--- src/rtl/core/binary_erosion_3x3_assert.svh ---
// ----------------------------------------------------------------------------
// Assertion macros for the 3x3 binary erosion block
// Clocked on aclk; the gated form is switched off while aresetn is low.
// ----------------------------------------------------------------------------
`ifndef BINARY_EROSION_3X3_ASSERT_SVH
`define BINARY_EROSION_3X3_ASSERT_SVH
`ifndef SYNTH
`define BE3_ASSERT(lbl, prop, msg) \
    lbl: assert property (@(posedge aclk) disable iff (!aresetn) (prop)) else $error(msg);
`define BE3_ASSERT_ALWAYS(lbl, prop, msg) \
    lbl: assert property (@(posedge aclk) (prop)) else $error(msg);
`else
`define BE3_ASSERT(lbl, prop, msg)
`define BE3_ASSERT_ALWAYS(lbl, prop, msg)
`endif
`endif

--- src/rtl/core/be3_pkg.sv ---
// ----------------------------------------------------------------------------
// be3_pkg
// Shared types and constants for the 3x3 binary erosion block.
// ----------------------------------------------------------------------------
`timescale 1ns / 1ps

package be3_pkg;

    localparam int IDX_W      = 18;
    localparam int CNT_W      = $clog2(IDX_W + 1);
    localparam int THR_W      = 8;
    localparam int IMG_W      = 10;
    localparam int MASK_W     = 9;
    localparam int PIX_W      = 8;
    localparam int CFG_IDX_W  = 2;
    localparam int CFG_DATA_W = 10;

    typedef enum logic [CFG_IDX_W-1:0] {
        CFG_THRESHOLD = 2'd0,
        CFG_WIDTH     = 2'd1,
        CFG_HEIGHT    = 2'd2,
        CFG_MASK      = 2'd3
    } cfg_reg_t;

    localparam logic [THR_W-1:0]  THRESHOLD_RST = 8'd120;
    localparam logic [IMG_W-1:0]  IMG_SIZE_RST  = 10'd374;
    localparam logic [MASK_W-1:0] MASK_RST      = 9'd186;

    localparam logic [PIX_W-1:0]  PIX_FG   = 8'd255;
    localparam logic [PIX_W-1:0]  PIX_BG   = 8'd0;

    // window columns shift right; new column enters at bits 2, 5, 8
    localparam logic [MASK_W-1:0] WIN_KEEP = 9'h0DB;

    localparam logic REQ_FLUSH = 1'b1;

    typedef struct packed {
        logic busy;
        logic done;
    } div_status_t;

endpackage

--- src/rtl/core/be3_line_store.sv ---
// ----------------------------------------------------------------------------
// be3_line_store
// Two line stores of binarised pixels in one 2-bit wide memory, with
// registered read and write-to-read bypass.
// ----------------------------------------------------------------------------
`timescale 1ns / 1ps

module be3_line_store #(
    parameter int DEPTH = 512,
    parameter int AW    = 9
) (
    input  logic          aclk,
    input  logic          aresetn,
    input  logic          wr_en,
    input  logic [AW-1:0] wr_addr,
    input  logic [1:0]    wr_data,
    input  logic [AW-1:0] rd_addr,
    output logic [1:0]    rd_data
);

    logic [1:0] mem [DEPTH];
    logic [1:0] rd_data_reg;
    logic [1:0] wr_data_reg;
    logic       bypass_reg;
    logic       bypass_next;

    assign bypass_next = wr_en && (wr_addr == rd_addr);

    always_ff @(posedge aclk) begin
        if (wr_en) begin
            mem[wr_addr] <= wr_data;
        end
        rd_data_reg <= mem[rd_addr];
        wr_data_reg <= wr_data;
    end

    always_ff @(posedge aclk) begin
        if (!aresetn) begin
            bypass_reg <= 1'b0;
        end else begin
            bypass_reg <= bypass_next;
        end
    end

    assign rd_data = bypass_reg ? wr_data_reg : rd_data_reg;

endmodule

--- src/rtl/core/be3_pos_div.sv ---
// ----------------------------------------------------------------------------
// be3_pos_div
// Restoring divider, one quotient bit per cycle: splits the output index
// into row and column after the row width changes.
// ----------------------------------------------------------------------------
`timescale 1ns / 1ps
`include "binary_erosion_3x3_assert.svh"

module be3_pos_div import be3_pkg::*; #(
    parameter int DIV_W = 10
) (
    input  logic             aclk,
    input  logic             aresetn,
    input  logic             start,
    input  logic [IDX_W-1:0] dividend,
    input  logic [DIV_W-1:0] divisor,
    output logic [IDX_W-1:0] quotient,
    output logic [DIV_W-1:0] remainder,
    output div_status_t      status
);

    typedef enum logic [1:0] {
        ST_IDLE = 2'b01,
        ST_RUN  = 2'b10
    } div_state_t;

    div_state_t       state_reg, state_next;
    logic             done_reg, done_next;
    logic [IDX_W-1:0] dq_reg, dq_next;
    logic [DIV_W-1:0] rem_reg, rem_next;
    logic [DIV_W-1:0] divisor_reg, divisor_next;
    logic [CNT_W-1:0] count_reg, count_next;

    logic [DIV_W:0]   rem_shift;
    logic [DIV_W:0]   rem_sub;
    logic             fits;
    logic [DIV_W-1:0] rem_step;

    assign rem_shift = {rem_reg, dq_reg[IDX_W-1]};
    assign fits      = rem_shift >= {1'b0, divisor_reg};
    assign rem_sub   = rem_shift - {1'b0, divisor_reg};
    assign rem_step  = fits ? rem_sub[DIV_W-1:0] : rem_shift[DIV_W-1:0];

    always_comb begin
        state_next   = state_reg;
        done_next    = 1'b0;
        dq_next      = dq_reg;
        rem_next     = rem_reg;
        divisor_next = divisor_reg;
        count_next   = count_reg;
        case (state_reg)
            ST_IDLE: begin
                if (start) begin
                    state_next   = ST_RUN;
                    dq_next      = dividend;
                    rem_next     = '0;
                    divisor_next = divisor;
                    count_next   = CNT_W'(IDX_W - 1);
                end
            end
            ST_RUN: begin
                dq_next    = {dq_reg[IDX_W-2:0], fits};
                rem_next   = rem_step;
                count_next = count_reg - 1'b1;
                if (count_reg == '0) begin
                    state_next = ST_IDLE;
                    done_next  = 1'b1;
                end
            end
            default: begin
                state_next = ST_IDLE;
            end
        endcase
    end

    always_ff @(posedge aclk) begin
        if (!aresetn) begin
            state_reg <= ST_IDLE;
            done_reg  <= 1'b0;
        end else begin
            state_reg <= state_next;
            done_reg  <= done_next;
        end
    end

    always_ff @(posedge aclk) begin
        dq_reg      <= dq_next;
        rem_reg     <= rem_next;
        divisor_reg <= divisor_next;
        count_reg   <= count_next;
    end

    assign quotient    = dq_reg;
    assign remainder   = rem_reg;
    assign status.busy = (state_reg == ST_RUN) || done_reg;
    assign status.done = done_reg;

    `BE3_ASSERT(a_div_rem_below_divisor, done_reg |-> (rem_reg < divisor_reg), "remainder not below divisor")
    `BE3_ASSERT(a_div_busy_from_start, $rose(status.busy) |-> $past(start), "divider started unasked")
    `BE3_ASSERT_ALWAYS(a_div_idle_after_reset, !aresetn |=> !status.busy, "divider busy after reset")

endmodule

--- src/rtl/core/binary_erosion_3x3.sv ---
// ----------------------------------------------------------------------------
// binary_erosion_3x3
// Streaming 3x3 binary erosion: threshold, two line stores, window test.
// ----------------------------------------------------------------------------
// Takes one item per clock unless the output stalls or the divider is busy.
// A pixel item is thresholded and shifted into the 3x3 window; once one row
// plus one pixel has arrived each pixel item yields one result, 255 on the
// one-pixel border and the masked window test inside. After the last pixel,
// any further item, flush or pixel, drains one remaining result; the final
// result of a frame carries m_frame_last and the counters restart. A result
// sits in the output register the cycle after its item is taken, and the
// next item is taken in the same cycle it is read out. The line stores are
// one memory read a column ahead, so they add no stall. Writing image_width
// holds off both input and configuration while an 18-step divider re-derives
// the output row and column from the output index for the new width.
// ----------------------------------------------------------------------------
`timescale 1ns / 1ps
`include "binary_erosion_3x3_assert.svh"

module binary_erosion_3x3 import be3_pkg::*; #(
    parameter int MAX_WIDTH  = 512,
    parameter int MAX_HEIGHT = 512
) (
    input  logic                  aclk,
    input  logic                  aresetn,
    input  logic                  s_valid,
    output logic                  s_ready,
    input  logic                  s_req_type,
    input  logic [PIX_W-1:0]      s_pixel_value,
    output logic                  m_valid,
    input  logic                  m_ready,
    output logic [PIX_W-1:0]      m_out_pixel,
    output logic                  m_frame_last,
    input  logic                  cfg_valid,
    output logic                  cfg_ready,
    input  logic [CFG_IDX_W-1:0]  cfg_index,
    input  logic [CFG_DATA_W-1:0] cfg_data
);

    localparam int COL_W = $clog2(MAX_WIDTH);
    localparam int W_W   = $clog2(MAX_WIDTH + 1);
    localparam int H_W   = $clog2(MAX_HEIGHT + 1);
    localparam int CWW   = (W_W > IMG_W) ? W_W : IMG_W;
    localparam int CHW   = (H_W > IMG_W) ? H_W : IMG_W;
    localparam int CMP_W = IDX_W + 1;

    localparam logic [CMP_W-1:0] ONE_X = CMP_W'(1);
    localparam logic [CMP_W-1:0] TWO_X = CMP_W'(2);

    // configuration
    logic [THR_W-1:0]  thr_reg, thr_next;
    logic [IMG_W-1:0]  width_reg, width_next;
    logic [IMG_W-1:0]  height_reg, height_next;
    logic [MASK_W-1:0] mask_reg, mask_next;
    logic              div_start_reg, div_start_next;

    // counters and window
    logic [COL_W-1:0]  in_col_reg, in_col_next;
    logic [H_W-1:0]    in_row_reg, in_row_next;
    logic [MASK_W-1:0] win_reg, win_next;
    logic [IDX_W-1:0]  out_idx_reg, out_idx_next;
    logic [IDX_W-1:0]  out_row_reg, out_row_next;
    logic [COL_W-1:0]  out_col_reg, out_col_next;

    // output register
    logic              m_valid_reg, m_valid_next;
    logic [PIX_W-1:0]  pix_reg, pix_next;
    logic              last_reg, last_next;

    logic [W_W-1:0]    eff_w;
    logic [H_W-1:0]    eff_h;
    logic [CMP_W-1:0]  ow, oh, irow_x, icol_x, orow_x, ocol_x;

    logic              accept, cfg_accept, input_done, is_flush, cur;
    logic              do_pixel, do_emit, pix_emit, col_wrap, frame_end, interior, hit;
    logic [MASK_W-1:0] win_upd;
    logic [PIX_W-1:0]  pix_out;
    logic [1:0]        ls_rd;

    logic [IDX_W-1:0]  div_quo;
    logic [W_W-1:0]    div_rem;
    div_status_t       div_st;

    // clamp geometry to 1..MAX
    always_comb begin
        if (width_reg == '0) begin
            eff_w = W_W'(1);
        end else if (CWW'(width_reg) > CWW'(MAX_WIDTH)) begin
            eff_w = W_W'(MAX_WIDTH);
        end else begin
            eff_w = W_W'(width_reg);
        end
        if (height_reg == '0) begin
            eff_h = H_W'(1);
        end else if (CHW'(height_reg) > CHW'(MAX_HEIGHT)) begin
            eff_h = H_W'(MAX_HEIGHT);
        end else begin
            eff_h = H_W'(height_reg);
        end
    end

    assign ow     = CMP_W'(eff_w);
    assign oh     = CMP_W'(eff_h);
    assign irow_x = CMP_W'(in_row_reg);
    assign icol_x = CMP_W'(in_col_reg);
    assign orow_x = CMP_W'(out_row_reg);
    assign ocol_x = CMP_W'(out_col_reg);

    assign cfg_ready  = !div_start_reg && !div_st.busy;
    assign s_ready    = !div_start_reg && !div_st.busy && (!m_valid_reg || m_ready);
    assign accept     = s_valid && s_ready;
    assign cfg_accept = cfg_valid && cfg_ready;

    assign input_done = irow_x >= oh;
    assign is_flush   = s_req_type == REQ_FLUSH;
    assign cur        = s_pixel_value > thr_reg;

    assign win_upd = ((win_reg >> 1) & WIN_KEEP)
                   | {cur, 2'b00, ls_rd[0], 2'b00, ls_rd[1], 2'b00};

    assign col_wrap = (icol_x + ONE_X) >= ow;
    assign pix_emit = (irow_x >= TWO_X)
                   || ((irow_x == ONE_X) && (icol_x >= ONE_X))
                   || ((irow_x == '0) && (icol_x >= ow + ONE_X));

    assign do_pixel = accept && !input_done && !is_flush;
    assign do_emit  = accept && (input_done || (!is_flush && pix_emit));

    assign frame_end = (orow_x >= oh) || (((orow_x + ONE_X) == oh) && ((ocol_x + ONE_X) == ow));
    assign interior  = !input_done && (orow_x >= ONE_X) && ((orow_x + ONE_X) < oh)
                    && (ocol_x >= ONE_X) && ((ocol_x + ONE_X) < ow);
    assign hit       = (win_upd & mask_reg) == mask_reg;
    assign pix_out   = (interior && !hit) ? PIX_BG : PIX_FG;

    always_comb begin
        thr_next       = thr_reg;
        width_next     = width_reg;
        height_next    = height_reg;
        mask_next      = mask_reg;
        div_start_next = 1'b0;
        if (cfg_accept) begin
            case (cfg_index)
                CFG_THRESHOLD: thr_next = cfg_data[THR_W-1:0];
                CFG_WIDTH: begin
                    width_next     = cfg_data[IMG_W-1:0];
                    div_start_next = 1'b1;
                end
                CFG_HEIGHT:    height_next = cfg_data[IMG_W-1:0];
                CFG_MASK:      mask_next = cfg_data[MASK_W-1:0];
                default:       thr_next = thr_reg;
            endcase
        end
    end

    always_comb begin
        in_col_next  = in_col_reg;
        in_row_next  = in_row_reg;
        win_next     = win_reg;
        out_idx_next = out_idx_reg;
        out_row_next = out_row_reg;
        out_col_next = out_col_reg;
        if (do_pixel) begin
            win_next = win_upd;
            if (col_wrap) begin
                in_col_next = '0;
                in_row_next = in_row_reg + 1'b1;
            end else begin
                in_col_next = in_col_reg + 1'b1;
            end
        end
        if (do_emit) begin
            if (frame_end) begin
                out_idx_next = '0;
                out_row_next = '0;
                out_col_next = '0;
                in_row_next  = '0;
                in_col_next  = '0;
                win_next     = '0;
            end else begin
                out_idx_next = out_idx_reg + 1'b1;
                if ((ocol_x + ONE_X) >= ow) begin
                    out_col_next = '0;
                    out_row_next = out_row_reg + 1'b1;
                end else begin
                    out_col_next = out_col_reg + 1'b1;
                end
            end
        end
        if (div_st.done) begin
            out_row_next = div_quo;
            out_col_next = COL_W'(div_rem);
        end
    end

    always_comb begin
        m_valid_next = m_valid_reg;
        pix_next     = pix_reg;
        last_next    = last_reg;
        if (do_emit) begin
            m_valid_next = 1'b1;
            pix_next     = pix_out;
            last_next    = frame_end;
        end else if (m_ready) begin
            m_valid_next = 1'b0;
        end
    end

    always_ff @(posedge aclk) begin
        if (!aresetn) begin
            thr_reg       <= THRESHOLD_RST;
            width_reg     <= IMG_SIZE_RST;
            height_reg    <= IMG_SIZE_RST;
            mask_reg      <= MASK_RST;
            div_start_reg <= 1'b0;
            in_col_reg    <= '0;
            in_row_reg    <= '0;
            win_reg       <= '0;
            out_idx_reg   <= '0;
            out_row_reg   <= '0;
            out_col_reg   <= '0;
            m_valid_reg   <= 1'b0;
        end else begin
            thr_reg       <= thr_next;
            width_reg     <= width_next;
            height_reg    <= height_next;
            mask_reg      <= mask_next;
            div_start_reg <= div_start_next;
            in_col_reg    <= in_col_next;
            in_row_reg    <= in_row_next;
            win_reg       <= win_next;
            out_idx_reg   <= out_idx_next;
            out_row_reg   <= out_row_next;
            out_col_reg   <= out_col_next;
            m_valid_reg   <= m_valid_next;
        end
    end

    always_ff @(posedge aclk) begin
        pix_reg  <= pix_next;
        last_reg <= last_next;
    end

    assign m_valid      = m_valid_reg;
    assign m_out_pixel  = pix_reg;
    assign m_frame_last = last_reg;

    // upper row in bit 1, middle row in bit 0; read one column ahead
    be3_line_store #(
        .DEPTH (MAX_WIDTH),
        .AW    (COL_W)
    ) u_line_store (
        .aclk    (aclk),
        .aresetn (aresetn),
        .wr_en   (do_pixel),
        .wr_addr (in_col_reg),
        .wr_data ({ls_rd[0], cur}),
        .rd_addr (in_col_next),
        .rd_data (ls_rd)
    );

    be3_pos_div #(
        .DIV_W (W_W)
    ) u_pos_div (
        .aclk      (aclk),
        .aresetn   (aresetn),
        .start     (div_start_reg),
        .dividend  (out_idx_reg),
        .divisor   (eff_w),
        .quotient  (div_quo),
        .remainder (div_rem),
        .status    (div_st)
    );

    `BE3_ASSERT(a_frame_restart, (do_emit && frame_end) |=> ((out_idx_reg == '0) && (in_row_reg == '0) && (win_reg == '0)), "counters not restarted at frame end")
    `BE3_ASSERT(a_out_col_in_row, !(div_start_reg || div_st.busy) |-> (ocol_x < ow), "output column beyond row width")
    `BE3_ASSERT(a_out_hold, m_valid && !m_ready |=> m_valid && $stable({pix_reg, last_reg}), "item dropped")

endmodule

--- config.mk ---
export PLATFORM = sky130hd
export DESIGN_NAME = binary_erosion_3x3
export DESIGN_NICKNAME = d
export VERILOG_FILES = /design/src/rtl/core/be3_pkg.sv /design/src/rtl/core/be3_line_store.sv /design/src/rtl/core/be3_pos_div.sv /design/src/rtl/core/binary_erosion_3x3.sv
export VERILOG_INCLUDE_DIRS = /design/src /design/src/rtl/core
export SDC_FILE = /design/constraint.sdc
export NUM_CORES = 2
export LEC_CHECK = 0
export ABC_AREA = 0
export BUFFER_PORTS_ARGS = -buffer_cell sky130_fd_sc_hd__buf_2
export CAP_MARGIN = 20
export CORE_MARGIN = 3
export CORE_UTILIZATION = 45
export DETAILED_ROUTE_END_ITERATION = 12
export SETUP_SLACK_MARGIN = 0.5
export SKIP_CTS_REPAIR_TIMING = 1
export SLEW_MARGIN = 20
export SYNTH_ARGS = -nofsm -noshare
export SYNTH_HDL_FRONTEND = slang
export SYNTH_HIERARCHICAL = 1
export SYNTH_SLANG_ARGS = --single-unit
--- constraint.sdc ---
create_clock -name aclk -period 23.7 [get_ports aclk]
set_input_delay 2.37 -clock aclk [delete_from_list [all_inputs] [get_ports aclk]]
set_output_delay 2.37 -clock aclk [all_outputs]
set_load 0.02 [all_outputs]
==> flow_summary_export.csv <==
group,metric,value,unit
routing,iter_0_drt_violations,3191,
routing,drt_drc_violations_left,0,
synthesis,postSynthRegisterBits,1186,
clocking,cts-htree-levels,3,
synthesis,synth-edff-count,1069,
floorplanning,core_region_area,115000,um^2
sta,finalHoldViolCount,0,
final_layout,registers.top_by_ff_count,"u_line_store/mem",
synthesis,synth.distinct_cells,83,
sta,setup_total_negative_slack,0,ns
critical_path,worst_setup_path_end_kind,"register",
final_layout,layout_stage_area_growth_over_the_synthesis_result,10.0,%
final_layout,final_common_cell,"sky130_fd_sc_hd__edfxtp_1",
routing,final_antenna_net_count,0,
critical_path,critical_path.max_stage_delay,0.78,ns
global_route,global_route.usage.total,0.223,
clocking,numCtsBuffers,121,
hold_path,worst_hold_path_type,"reg -> reg",
sta,minimum_hold_slack,0.460,ns
global_route,initial_antenna_violation_count,2,
routing,routedWlPerCell,25.3,um
synthesis,synth.avg_cell_area,13.8,um^2
final_layout,largest_register_ffs,1024,
floorplanning,ios,38,
critical_path,slowest_stage,"sky130_fd_sc_hd__buf_4",
sta,setup_viol,0,
sta,unrepaired_setup_endpoints_after_global_routing,"false",
critical_path,critical_path.max_fanout,45,
synthesis,syn_area,52300,um^2
pwr,power_density,79.1,nW/um^2
pwr,power.total,0.00455,W
floorplanning,floorplan.initialDensity,0.455,
floorplanning,floorplan.die.height,347,um
synthesis,synth_top_area_cell,"sky130_fd_sc_hd__edfxtp_1",
synthesis,synth_area_leaders,"sky130_fd_sc_hd__edfxtp_1 61%, sky130_fd_sc_hd__mux4_2 5.5%, sky130_fd_sc_hd__mux2i_1 5.0%",
place,routabilityCongestion,0.819,
floorplanning,number_of_placement_rows,124,
floorplanning,die-area,120000,um^2
final_layout,finish.net_count,3857,
sta,layout_min_cycle_time,8.84,ns
place,detailed_place_hpwl,78000,um
floorplanning,floorplan.die.width,347,um
critical_path,timing.critical_path.arrival,9.44,ns
synthesis,ys_async_rst_share,0,
synthesis,synth_largest_type_area_fraction,0.614,
clocking,root_buffer,"sky130_fd_sc_hd__clkbuf_16",
routing,vias,31800,
clocking,clkTransAtPathRegs,0.07,ns
sta,worst_slew_margin_rel,0.226,
global_route,grt_max_degree,200,
clocking,tritoncts_clock_tree,"yes",
sta,slew_viols_final,0,
global_route,first_global_vias,31900,
synthesis,synth-seq-area-share,0.659,
synthesis,syn_inst,3778,
place,pre_cts_ws,14.62,ns
global_route,gr_ovfl_total,0,
synthesis,synth_ff_type,"sky130_fd_sc_hd__edfxtp_1",
routing,drt-pass1-iter-count,6,
place,io_buffers,37,
run_status,run_status,"complete, no violations",
sta,fin_skew,0.0600,ns
place,postPlaceCellArea,53500,um^2
critical_path,worst-endpoint-required,24.31,ns
global_route,grt_pass1_wl,203000,um
routing,total_wirelength,135000,um
synthesis,ys_warn_count,6,
flow_run,max_cap_violations,0,
critical_path,critPathKind,"reg -> reg",
sta,layout_worst_path_cycle_share,0.373,
sta,final_critical_path_setup_slack,14.86,ns
final_layout,layout_common_cells,"1069 x sky130_fd_sc_hd__edfxtp_1, 632 x sky130_fd_sc_hd__nor2_1, 261 x sky130_fd_sc_hd__mux2i_1",
final_layout,final_cell_area_excluding_filler_cells,57500,um^2
final_layout,layout-drive-gt1-share,0.118,
routing,route.detailed.vias_per_inst,5.94,
synthesis,synthesis.nets,3896,
sta,worstMarginPinSlew,1.16,ns
pwr,ir_worst_vdd,0.0684,mV
critical_path,timing.critical_path.from_type,"register",
sta,max_freq,0.113,GHz
clocking,cts.sink_count,1186,
clocking,insertion_delay,0.73,ns
clocking,cts-root-to-sink-buffers,3,
pwr,leakage,18.6,nW
[final cells by class]
type / instances / area, um^2
well taps: 1512 / 1890
fillers: 9916 / 57300
diodes: 3 / 7.51
inverters: 64 / 240
repair buffers: 90 / 621
clock inverters: 85 / 838
clock buffers: 141 / 3120
multi-input cells: 2276 / 16300
flip-flops and latches: 1186 / 34400
[worst max-delay path, delay by kind of cell, from the launching register on]
family / cells / cell delay [ns]
AOI/OAI and AO/OA: 6 / 1.33
xor gates and xnor gates: 1 / 0.16
adders and majority gates: 2 / 0.51
buffers and inverters: 4 / 2.50
DFF: 1 / 0.37
muxes: 1 / 0.61
and+or+nand+nor: 14 / 3.12
[worst paths after layout]
kind | start | endpoint | slack (ns) | cells past startpoint
max reg2reg | width_reg[6]$_SDFFE_PN1P_ | u_line_store/rd_data_reg[1]$_DFF_P_ | 14.86 | 28
max | width_reg[6]$_SDFFE_PN1P_ | u_line_store/rd_data_reg[1]$_DFF_P_ | 14.86 | 28
min | win_reg[7]$_SDFF_PN0_ | win_reg[7]$_SDFF_PN0_ | 0.46 | 2
min reg2reg | win_reg[7]$_SDFF_PN0_ | win_reg[7]$_SDFF_PN0_ | 0.46 | 2
[cells in the mapped netlist (15+ instances only)]
cell and instances:
sky130_fd_sc_hd__a211oi_1 20, sky130_fd_sc_hd__a21boi_0 22, sky130_fd_sc_hd__a21oi_1 98, sky130_fd_sc_hd__and3_1 23, sky130_fd_sc_hd__buf_1 19, sky130_fd_sc_hd__buf_2 37
sky130_fd_sc_hd__buf_4 26, sky130_fd_sc_hd__buf_6 26, sky130_fd_sc_hd__clkbuf_1 134, sky130_fd_sc_hd__dfxtp_1 117, sky130_fd_sc_hd__edfxtp_1 1069, sky130_fd_sc_hd__ha_1 91
sky130_fd_sc_hd__inv_1 61, sky130_fd_sc_hd__mux2i_1 261, sky130_fd_sc_hd__mux4_2 128, sky130_fd_sc_hd__nand2_1 260, sky130_fd_sc_hd__nand3_1 74, sky130_fd_sc_hd__nand4_1 30
sky130_fd_sc_hd__nor2_1 639, sky130_fd_sc_hd__nor2b_1 31, sky130_fd_sc_hd__nor3_1 58, sky130_fd_sc_hd__nor3b_1 15, sky130_fd_sc_hd__nor4_1 26, sky130_fd_sc_hd__o211ai_1 18
sky130_fd_sc_hd__o21ai_0 65, sky130_fd_sc_hd__o221ai_1 110, sky130_fd_sc_hd__o22ai_1 47, sky130_fd_sc_hd__xnor2_1 53, sky130_fd_sc_hd__xor2_1 23
[stage by stage]
stage / cells / util
floorplan: 3778 / -
global placement: 5127 / 0.466
detailed placement: 5128 / 0.466
CTS: 5354 / 0.501
global route: 5354 / 0.501
finish: 5357 / 0.501
[per-layer routing]
metal  up-vias  wire [um]  track usage  share of wire
li1      14300          -            -              -
met1     16200      57300        0.306           0.42
met2      1094      65100        0.366           0.48
met3       234       8660       0.0342          0.064
met4         0       4300       0.0714          0.032
met5         -          0            0              0
[kinds of logic after synthesis]
kind of cell,synth area share
buffers and inverters,0.0317
xor gates and xnor gates,0.0127
DFF,0.659
muxes,0.106
and+or+nand+nor,0.105
adders and majority gates,0.0222
AOI/OAI and AO/OA,0.0631
[where the power goes]
group | switching [W] | internal (W) | leakage, nW
clock network | 0.000821 | 0.00107 | 1.92
logic | 0.000199 | 0.000106 | 6.09
registers | 0.00000723 | 0.00234 | 10.6
total | 0.00103 | 0.00352 | 18.6
Note: power is estimated with default switching activity, not from simulation.
